===== src/rtl/tctf_pkg.sv =====
`timescale 1ns / 1ps
// tctf_pkg: shared constants and types for the threshold crossing time finder
// no dependencies; imported by every module of the block

package tctf_pkg;

    // default widths of times and altitudes
    localparam int TIME_BITS_DEF = 32;
    localparam int ALT_BITS_DEF  = 32;

    // configuration register index codes
    localparam int REG_IDX_W = 2;
    localparam logic [REG_IDX_W-1:0] REG_THRESHOLD    = 2'd0;
    localparam logic [REG_IDX_W-1:0] REG_WINDOW_START = 2'd1;
    localparam logic [REG_IDX_W-1:0] REG_WINDOW_END   = 2'd2;

    // sequencer states
    typedef enum logic [1:0] {
        ST_IDLE,
        ST_CALC,
        ST_EMIT
    } seq_state_t;

endpackage


===== src/rtl/tctf_regs.sv =====
`timescale 1ns / 1ps
// tctf_regs: apb-style configuration registers (threshold, window start, window end)
// depends on tctf_pkg for the register index codes

module tctf_regs
    import tctf_pkg::*;
#(
    parameter int TIME_BITS = TIME_BITS_DEF,
    parameter int ALT_BITS  = ALT_BITS_DEF,
    parameter int DATA_W    = 32,
    parameter int ADDR_W    = 4
)
(
    input  logic                        clk,
    input  logic                        rst_n,
    input  logic                        psel,
    input  logic                        penable,
    input  logic                        pwrite,
    input  logic [ADDR_W-1:0]           paddr,
    input  logic [DATA_W-1:0]           pwdata,
    output logic [DATA_W-1:0]           prdata,
    output logic                        pready,
    output logic signed [ALT_BITS-1:0]  threshold_mm,
    output logic [TIME_BITS-1:0]        window_start_ms,
    output logic [TIME_BITS-1:0]        window_end_ms
);

    localparam int ADDR_SHIFT = (DATA_W > 32) ? 3 : 2;

    logic signed [ALT_BITS-1:0] threshold_reg;
    logic [TIME_BITS-1:0]       window_start_reg;
    logic [TIME_BITS-1:0]       window_end_reg;
    logic [REG_IDX_W-1:0]       reg_idx;
    logic                       wr_en;

    assign reg_idx = paddr[ADDR_SHIFT +: REG_IDX_W];
    assign wr_en   = psel && penable && pwrite;
    assign pready  = 1'b1;

    always_ff @(posedge clk or negedge rst_n)
    begin
        if (!rst_n)
        begin
            threshold_reg    <= '0;
            window_start_reg <= '0;
            window_end_reg   <= '1;
        end
        else if (wr_en)
        begin
            unique case (reg_idx)
                REG_THRESHOLD:    threshold_reg    <= pwdata[ALT_BITS-1:0];
                REG_WINDOW_START: window_start_reg <= pwdata[TIME_BITS-1:0];
                REG_WINDOW_END:   window_end_reg   <= pwdata[TIME_BITS-1:0];
                default:          ;
            endcase
        end
    end

    always_comb
    begin
        unique case (reg_idx)
            REG_THRESHOLD:    prdata = DATA_W'($unsigned(threshold_reg));
            REG_WINDOW_START: prdata = DATA_W'(window_start_reg);
            REG_WINDOW_END:   prdata = DATA_W'(window_end_reg);
            default:          prdata = '0;
        endcase
    end

    assign threshold_mm    = threshold_reg;
    assign window_start_ms = window_start_reg;
    assign window_end_ms   = window_end_reg;

endmodule


===== src/rtl/tctf_muldiv.sv =====
`timescale 1ns / 1ps
// tctf_muldiv: bit-serial floor(num * d / den) with remainder, one bit of d per cycle
// depends on tctf_pkg for default widths; requires num < den

module tctf_muldiv
    import tctf_pkg::*;
#(
    parameter int TIME_BITS = TIME_BITS_DEF,
    parameter int ALT_BITS  = ALT_BITS_DEF
)
(
    input  logic                 clk,
    input  logic                 rst_n,
    input  logic                 start,
    input  logic [ALT_BITS-1:0]  num,
    input  logic [ALT_BITS-1:0]  den,
    input  logic [TIME_BITS-1:0] d,
    output logic                 done,
    output logic [TIME_BITS-1:0] quot,
    output logic [ALT_BITS-1:0]  rem
);

    localparam int CNT_W = $clog2(TIME_BITS + 1);

    logic                 busy_reg, busy_next;
    logic                 done_reg, done_next;
    logic [CNT_W-1:0]     cnt_reg, cnt_next;
    logic [ALT_BITS-1:0]  num_reg, den_reg;
    logic [TIME_BITS-1:0] d_reg, d_next;
    logic [ALT_BITS-1:0]  r_reg, r_next;
    logic [TIME_BITS-1:0] q_reg, q_next;

    logic [ALT_BITS:0]    r_dbl, r_half, s_add;
    logic                 c_dbl, c_add;

    // one step: double the remainder, then add num if the next bit of d is set
    always_comb
    begin
        r_dbl  = {r_reg, 1'b0};
        c_dbl  = r_dbl >= {1'b0, den_reg};
        r_half = c_dbl ? (r_dbl - {1'b0, den_reg}) : r_dbl;
        s_add  = r_half + {1'b0, num_reg};
        c_add  = d_reg[TIME_BITS-1] && (s_add >= {1'b0, den_reg});
        if (!d_reg[TIME_BITS-1])
            r_next = r_half[ALT_BITS-1:0];
        else if (c_add)
            r_next = ALT_BITS'(s_add - {1'b0, den_reg});
        else
            r_next = s_add[ALT_BITS-1:0];
        q_next = {q_reg[TIME_BITS-2:0], 1'b0} + TIME_BITS'(c_dbl) + TIME_BITS'(c_add);
        d_next = {d_reg[TIME_BITS-2:0], 1'b0};
        cnt_next  = cnt_reg - 1'b1;
        busy_next = busy_reg && (cnt_reg != CNT_W'(1));
        done_next = busy_reg && (cnt_reg == CNT_W'(1));
    end

    always_ff @(posedge clk or negedge rst_n)
    begin
        if (!rst_n)
        begin
            busy_reg <= 1'b0;
            done_reg <= 1'b0;
            cnt_reg  <= '0;
        end
        else if (start)
        begin
            busy_reg <= 1'b1;
            done_reg <= 1'b0;
            cnt_reg  <= CNT_W'(TIME_BITS);
        end
        else
        begin
            busy_reg <= busy_next;
            done_reg <= done_next;
            if (busy_reg)
                cnt_reg <= cnt_next;
        end
    end

    always_ff @(posedge clk)
    begin
        if (start)
        begin
            num_reg <= num;
            den_reg <= den;
            d_reg   <= d;
            r_reg   <= '0;
            q_reg   <= '0;
        end
        else if (busy_reg)
        begin
            d_reg <= d_next;
            r_reg <= r_next;
            q_reg <= q_next;
        end
    end

    assign done = done_reg;
    assign quot = q_reg;
    assign rem  = r_reg;

endmodule


===== src/rtl/threshold_crossing_time_finder_top.sv =====
`timescale 1ns / 1ps
// threshold_crossing_time_finder_top: sample sequencer, series state and result register
// depends on tctf_pkg, tctf_regs and tctf_muldiv

// Feed timestamped altitude samples on the sample channel; a sample marked
// last_sample yields one result transfer with crossing_found and the time of
// the last downward crossing of threshold_mm inside the window (0 if none).
// A sample that holds no crossing is handled in the cycle it is taken. A sample that
// completes a crossing pair runs the shared bit-serial multiply-divide, one
// time bit per cycle, and holds the sample channel until it is done; a last
// sample then passes through ST_EMIT to load the result register. Samples keep
// flowing while a result waits to be taken, until the next last sample.
// Registers must be written only while the block is idle; the block itself does not enforce this.
module threshold_crossing_time_finder_top
    import tctf_pkg::*;
#(
    parameter  int TIME_BITS = TIME_BITS_DEF,
    parameter  int ALT_BITS  = ALT_BITS_DEF,
    localparam int DATA_W    = ((TIME_BITS > 32) || (ALT_BITS > 32)) ? 64 : 32,
    localparam int ADDR_W    = (DATA_W > 32) ? 5 : 4
)
(
    input  logic                        clk,
    input  logic                        rst_n,
    input  logic                        psel,
    input  logic                        penable,
    input  logic                        pwrite,
    input  logic [ADDR_W-1:0]           paddr,
    input  logic [DATA_W-1:0]           pwdata,
    output logic [DATA_W-1:0]           prdata,
    output logic                        pready,
    input  logic                        sample_valid,
    output logic                        sample_stall,
    input  logic [TIME_BITS-1:0]        sample_time_ms,
    input  logic signed [ALT_BITS-1:0]  sample_altitude_mm,
    input  logic                        last_sample,
    output logic                        result_valid,
    input  logic                        result_stall,
    output logic                        crossing_found,
    output logic [TIME_BITS-1:0]        crossing_time_ms
);

    logic signed [ALT_BITS-1:0] threshold_mm;
    logic [TIME_BITS-1:0]       window_start_ms;
    logic [TIME_BITS-1:0]       window_end_ms;

    seq_state_t state_reg, state_next;

    logic [TIME_BITS-1:0]       prev_time_reg;
    logic signed [ALT_BITS-1:0] prev_alt_reg;
    logic                       have_prev_reg;
    logic                       window_passed_reg;
    logic                       found_reg;
    logic [TIME_BITS-1:0]       crossing_reg;
    logic [TIME_BITS-1:0]       base_time_reg;
    logic                       backward_reg;
    logic                       last_reg;

    logic                       result_valid_reg;
    logic                       out_found_reg;
    logic [TIME_BITS-1:0]       out_time_reg;

    logic                       sample_xfer, result_xfer;
    logic                       pair_active, passes_window, is_crossing, start_calc;
    logic                       keep_sample, backward, result_load;
    logic [TIME_BITS-1:0]       time_step;
    logic [ALT_BITS-1:0]        md_num, md_den;
    logic                       md_done;
    logic [TIME_BITS-1:0]       md_quot;
    logic [ALT_BITS-1:0]        md_rem;
    logic [TIME_BITS-1:0]       crossing_time;

    tctf_regs #(
        .TIME_BITS (TIME_BITS),
        .ALT_BITS  (ALT_BITS),
        .DATA_W    (DATA_W),
        .ADDR_W    (ADDR_W)
    ) u_regs (
        .clk             (clk),
        .rst_n           (rst_n),
        .psel            (psel),
        .penable         (penable),
        .pwrite          (pwrite),
        .paddr           (paddr),
        .pwdata          (pwdata),
        .prdata          (prdata),
        .pready          (pready),
        .threshold_mm    (threshold_mm),
        .window_start_ms (window_start_ms),
        .window_end_ms   (window_end_ms)
    );

    tctf_muldiv #(
        .TIME_BITS (TIME_BITS),
        .ALT_BITS  (ALT_BITS)
    ) u_muldiv (
        .clk   (clk),
        .rst_n (rst_n),
        .start (start_calc),
        .num   (md_num),
        .den   (md_den),
        .d     (time_step),
        .done  (md_done),
        .quot  (md_quot),
        .rem   (md_rem)
    );

    assign sample_stall = (state_reg != ST_IDLE);
    assign sample_xfer  = sample_valid && !sample_stall;
    assign result_xfer  = result_valid_reg && !result_stall;
    assign result_valid = result_valid_reg;
    assign crossing_found   = out_found_reg;
    assign crossing_time_ms = out_time_reg;

    // pair decisions on the incoming sample against the stored previous one
    always_comb
    begin
        pair_active   = !window_passed_reg && have_prev_reg && (sample_time_ms >= window_start_ms);
        passes_window = pair_active && (prev_time_reg > window_end_ms);
        is_crossing   = pair_active && !passes_window
                        && (prev_alt_reg >= threshold_mm)
                        && (sample_altitude_mm < threshold_mm);
        start_calc    = sample_xfer && is_crossing;
        keep_sample   = !window_passed_reg && !passes_window;
        backward      = sample_time_ms < prev_time_reg;
        time_step     = backward ? (prev_time_reg - sample_time_ms)
                                 : (sample_time_ms - prev_time_reg);
        md_num        = ALT_BITS'($unsigned(prev_alt_reg - threshold_mm));
        md_den        = ALT_BITS'($unsigned(prev_alt_reg - sample_altitude_mm));
        // backward steps round toward the earlier time
        crossing_time = backward_reg
                        ? (base_time_reg - md_quot - TIME_BITS'(md_rem != '0))
                        : (base_time_reg + md_quot);
    end

    always_comb
    begin
        state_next  = state_reg;
        result_load = 1'b0;
        unique case (state_reg)
            ST_IDLE:
            begin
                if (sample_xfer)
                begin
                    if (is_crossing)
                        state_next = ST_CALC;
                    else if (last_sample)
                        state_next = ST_EMIT;
                end
            end
            ST_CALC:
            begin
                if (md_done)
                    state_next = last_reg ? ST_EMIT : ST_IDLE;
            end
            ST_EMIT:
            begin
                if (!result_valid_reg || !result_stall)
                begin
                    result_load = 1'b1;
                    state_next  = ST_IDLE;
                end
            end
            default: state_next = ST_IDLE;
        endcase
    end

    always_ff @(posedge clk or negedge rst_n)
    begin
        if (!rst_n)
            state_reg <= ST_IDLE;
        else
            state_reg <= state_next;
    end

    // series state
    always_ff @(posedge clk or negedge rst_n)
    begin
        if (!rst_n)
        begin
            prev_time_reg     <= '0;
            prev_alt_reg      <= '0;
            have_prev_reg     <= 1'b0;
            window_passed_reg <= 1'b0;
            found_reg         <= 1'b0;
            crossing_reg      <= '0;
        end
        else if (result_load)
        begin
            prev_time_reg     <= '0;
            prev_alt_reg      <= '0;
            have_prev_reg     <= 1'b0;
            window_passed_reg <= 1'b0;
            found_reg         <= 1'b0;
            crossing_reg      <= '0;
        end
        else if (state_reg == ST_CALC && md_done)
        begin
            found_reg    <= 1'b1;
            crossing_reg <= crossing_time;
        end
        else if (sample_xfer)
        begin
            if (passes_window)
                window_passed_reg <= 1'b1;
            if (keep_sample)
            begin
                prev_time_reg <= sample_time_ms;
                prev_alt_reg  <= sample_altitude_mm;
                have_prev_reg <= 1'b1;
            end
        end
    end

    always_ff @(posedge clk)
    begin
        if (sample_xfer)
        begin
            base_time_reg <= prev_time_reg;
            backward_reg  <= backward;
            last_reg      <= last_sample;
        end
    end

    // result register, refilled in the same cycle it is taken
    always_ff @(posedge clk or negedge rst_n)
    begin
        if (!rst_n)
            result_valid_reg <= 1'b0;
        else if (result_load)
            result_valid_reg <= 1'b1;
        else if (result_xfer)
            result_valid_reg <= 1'b0;
    end

    always_ff @(posedge clk)
    begin
        if (result_load)
        begin
            out_found_reg <= found_reg;
            out_time_reg  <= found_reg ? crossing_reg : '0;
        end
    end

    a_done_in_calc : assert property (@(posedge clk) disable iff (!rst_n)
        md_done |-> state_reg == ST_CALC)
        else $error("divider finished outside of calc state");

    a_no_found_zero_time : assert property (@(posedge clk) disable iff (!rst_n)
        (result_valid_reg && !out_found_reg) |-> out_time_reg == '0)
        else $error("result without crossing carries a nonzero time");

    a_plain_sample_one_cycle : assert property (@(posedge clk) disable iff (!rst_n)
        (sample_xfer && !is_crossing && !last_sample) |=> state_reg == ST_IDLE)
        else $error("sample without crossing did not complete in one cycle");

    a_emit_after_last : assert property (@(posedge clk) disable iff (!rst_n)
        (sample_xfer && !is_crossing && last_sample) |=> state_reg == ST_EMIT)
        else $error("last sample did not lead to result load");

endmodule


===== config.mk =====
export PLATFORM = sky130hd
export DESIGN_NAME = threshold_crossing_time_finder_top
export DESIGN_NICKNAME = d
export VERILOG_FILES = /design/src/rtl/tctf_pkg.sv /design/src/rtl/tctf_regs.sv /design/src/rtl/tctf_muldiv.sv /design/src/rtl/threshold_crossing_time_finder_top.sv
export SDC_FILE = /design/constraint.sdc
export NUM_CORES = 1
export LEC_CHECK = 0
export BUFFER_PORTS_ARGS = -buffer_cell sky130_fd_sc_hd__buf_2
export CAP_MARGIN = 40
export CORE_ASPECT_RATIO = 1.4
export CORE_MARGIN = 1
export CORE_UTILIZATION = 30
export DETAILED_ROUTE_END_ITERATION = 12
export PLACE_DENSITY = 0.45
export SLEW_MARGIN = 25
export SYNTH_ARGS = -nofsm -noshare
export SYNTH_HDL_FRONTEND = slang
export SYNTH_SLANG_ARGS = --single-unit

===== constraint.sdc =====
create_clock -name clk -period 13 [get_ports clk]
set_input_delay 0.65 -clock clk [delete_from_list [all_inputs] [get_ports clk]]
set_output_delay 0.65 -clock clk [all_outputs]
set_load 0.05 [all_outputs]

==> impl_summary.md <==
Outcome
The flow ran to the end, and the final reports show no timing, DRC or antenna violations.

STA
Setup violations remaining at the end of the flow were counted as 0. The final hold violation count came to 0. The worst path uses 80.6% of the clock period. The actual transition at the worst max-transition pin is 891 ps. In this run the tightest slew margin relative to its limit is 40.0%.

The post-layout worst setup margin is 2530 ps. The sum of negative setup slack is 0 ps. The clock arrives with around 47 ps of skew. The max-slew violation count was 0. The worst hold slack after final layout is between 10 and 15 ps. Based on the critical path, the design can be clocked at up to 0.0955 GHz. The smallest clock period supported by the final layout is computed as 10470 ps. Setup repair after global routing left no endpoint under its margin.

CTS
The TritonCTS clock tree is built. In this run, post-CTS repair resized a total of 0 instances. The number of sinks on the clock net is approximately 430.

The clock-pin slew reported for the worst setup and hold paths after clock tree synthesis is 70 ps. The post-cts hold buffer count is 0. In this run the post-CTS setup repair buffer count came out at 0. The cell chosen for the clock root is clkbuf_16.

The number of buffers created by CTS is 53. For the worst-skew pair, the clock arrives at the later sink with an insertion delay of 660 ps. The longest clock path from root to sink contains 3 buffers. The H-tree depth reported by CTS is 2.

Die
The starting density of the core is 30.3%. The floorplan step defined a die boundary enclosing 117000 um^2. The chip width is 290 um. The number of placed I/O pins is 176. From bottom edge to top edge, the die measures between 400 and 500 um. The number of cell rows is 147. The core box area is 115000 um^2.

Yosys
The warning count from the yosys run is 0. The area of the mapped netlist is 34800 um^2. The proportion of register bits with asynchronous set or reset after synthesis is 47.6%. Yosys attributes the largest share of cell area to ha_1 (15%), edfxtp_1 (14%), dfrtp_1 (13%). The number of different library cells used by synthesis comes to 89. In this run the mean area of a mapped cell was 8.81 um^2. Sequential elements use around a third of the synthesized area. The dominant register cell in the synthesized netlist is dfrtp_1. The synthesized net count is 4475. The area share of the largest cell type after synthesis is between 10 and 15%. The number of enable-type register cells in the synthesized netlist is 163. The cell count after synthesis is around 4000. The largest total area in the synthesized netlist belongs to ha_1.

Counting flops and latches in the post-synthesis netlist gives about 430.

Drt
The count of nets left with antenna violations once routing finished came out at 0. The DRC marker count from the first detailed-route iteration is around 1500. Dividing the detail-routed wire length by the instance count gives 21.0 um.

The post-detailed-route via-to-cell ratio is 5.11. Before antenna repair, the detailed router went through 5 iterations. For this run, design rule violations remaining after detail routing come to 0. The final wirelength is 118000 um. The routed layout has 28700 vias.

Worst setup path
The library cell appearing most often on the critical path is ha_1. The kind of capture point of the worst setup path is a flop. The biggest cell delay along the critical path is 750 ps. The data arrival time at the worst-slack endpoint is 11020 ps. The setup path with the least slack is of type reg2reg. The worst path required time is 13540 ps. STA classifies the critical path startpoint as a flop. In this run the worst path has a maximum fanout of 56. The largest individual stage delay along the critical path comes from the cell o31ai_1.

Global route
The first-pass GRT wire length is approximately 180000 um. The number of global-route vias before repair is 28600. The initial antenna violation count is 23. After global routing the overflow that remains totals 0. Entering global routing, the biggest net connects 96 pins. For this run, the total global-route usage over all layers was measured as 20.0%.

Finish
The final non-filler cell total is 5612. Relative to the synthesized area, the layout overhead comes to 13.1%. Of the cells placed in the final design, the portion with a size suffix greater than 1 is 10.6%. After the last flow step, the layout net total stands at roughly 4600. The number of fill cells in the layout is 12200.

Placed design
The cell count after placement is 5506. The routability-driven placement congestion ratio is 0.885. The count of port buffers added during placement is around 170. The half-perimeter wire length after detailed placement is approximately 94000 um. At the placement stage, the worst setup path has a slack of roughly 2500 ps.

Hold path
The classification of the worst-slack hold path is in2async.

Run
The number of maximum-capacitance violations is 0.
## area by class of cell
cell class	count	area [um^2]	share of cell area, %
multi-input combinational	2989	21500	54.6
sequential	433	11400	28.9
clock inverter	34	465	1.18
inverter	390	1460	3.72
clock buffer	66	1490	3.79
tap	1490	1860	4.74
antenna	2	5.00	0.0127
timing repair buffer	208	1210	3.08
## critical path: cells and delay by family (launching register included)
| kind | cells | cell delay (ps) |
|---|---|---|
| xor gates and xnor gates | 2 | 350 |
| AOI/OAI and AO/OA | 15 | 4360 |
| DFF | 1 | 350 |
| buffers and inverters | 4 | 1040 |
| muxes | 1 | 350 |
| adders and majority gates | 4 | 1260 |
| and+or+nand+nor | 12 | 2630 |
## kinds of logic after synthesis
kind of cell / count (synthesis) / share of synthesized area, %
multiplexers: 194 / 5.79
buffers and inverters: 523 / 5.79
AO/OA/AOI/OAI: 1115 / 20.4
other: 1 / 0.0108
AND/OR/NAND/NOR: 1005 / 13.5
XOR/XNOR: 252 / 6.35
adder cells (fa/ha/maj): 422 / 15.4
flip-flops: 433 / 32.7
## worst paths after layout
kind                                                  end                 from  depth (start not counted)  slack, ps
worst max-delay path                    u_muldiv.quot[29]  u_muldiv.den_reg[1]                         38       2530
worst min-delay path                    prev_time_reg[28]                rst_n                          1         10
worst max register to register          u_muldiv.quot[29]  u_muldiv.den_reg[1]                         38       2530
worst min register to register           crossing_reg[21]     crossing_reg[21]                          2        470
max in group asynchronous       u_regs.window_start_ms[3]                rst_n                          2      11610
min in group clk                  u_regs.window_end_ms[6]            pwdata[6]                          3        240
## metrics by stage
stage               utilization [%]  area (um^2)
floorplan                         -        34800
global placement               32.4        37200
detailed placement             32.5        37300
CTS                            34.2        39200
global route                   34.3        39300
finish                         34.3        39300
## metal layers
metal / global-route usage, % / vias up / routed length (um)
met5: 0 / - / 116
met4: 7.74 / 18 / 4930
met3: 3.41 / 177 / 5540
met2: 34.8 / 585 / 57300
met1: 24.4 / 13600 / 50000
li1: - / 14300 / -
## cells in the mapped netlist (60+ instances only)
master    instances
xnor2_1         166
dfrtp_1         174
mux2i_1         139
clkbuf_1        106
dfxtp_1          64
ha_1            412
xor2_1           86
o21ai_0         277
a21oi_1         292
inv_1           389
nor2_1          298
edfxtp_1        163
a211oi_1         60
a21o_1          157
nand2_1         301
nand3_1          76
## layout by cell type, fill, tap and decap left out, types with 163 or more instances in the layout
| master | n |
|---|---|
| dfrtp_1 | 173 |
| nand2_1 | 300 |
| xnor2_1 | 166 |
| o21ai_0 | 277 |
| edfxtp_1 | 163 |
| nor2_1 | 294 |
| buf_2 | 172 |
| ha_1 | 412 |
| a21oi_1 | 291 |
| inv_1 | 388 |
Power is left out: the tool's default activity adds up to more than one toggle a clock period on the data nets, which glitch-free logic cannot reach.
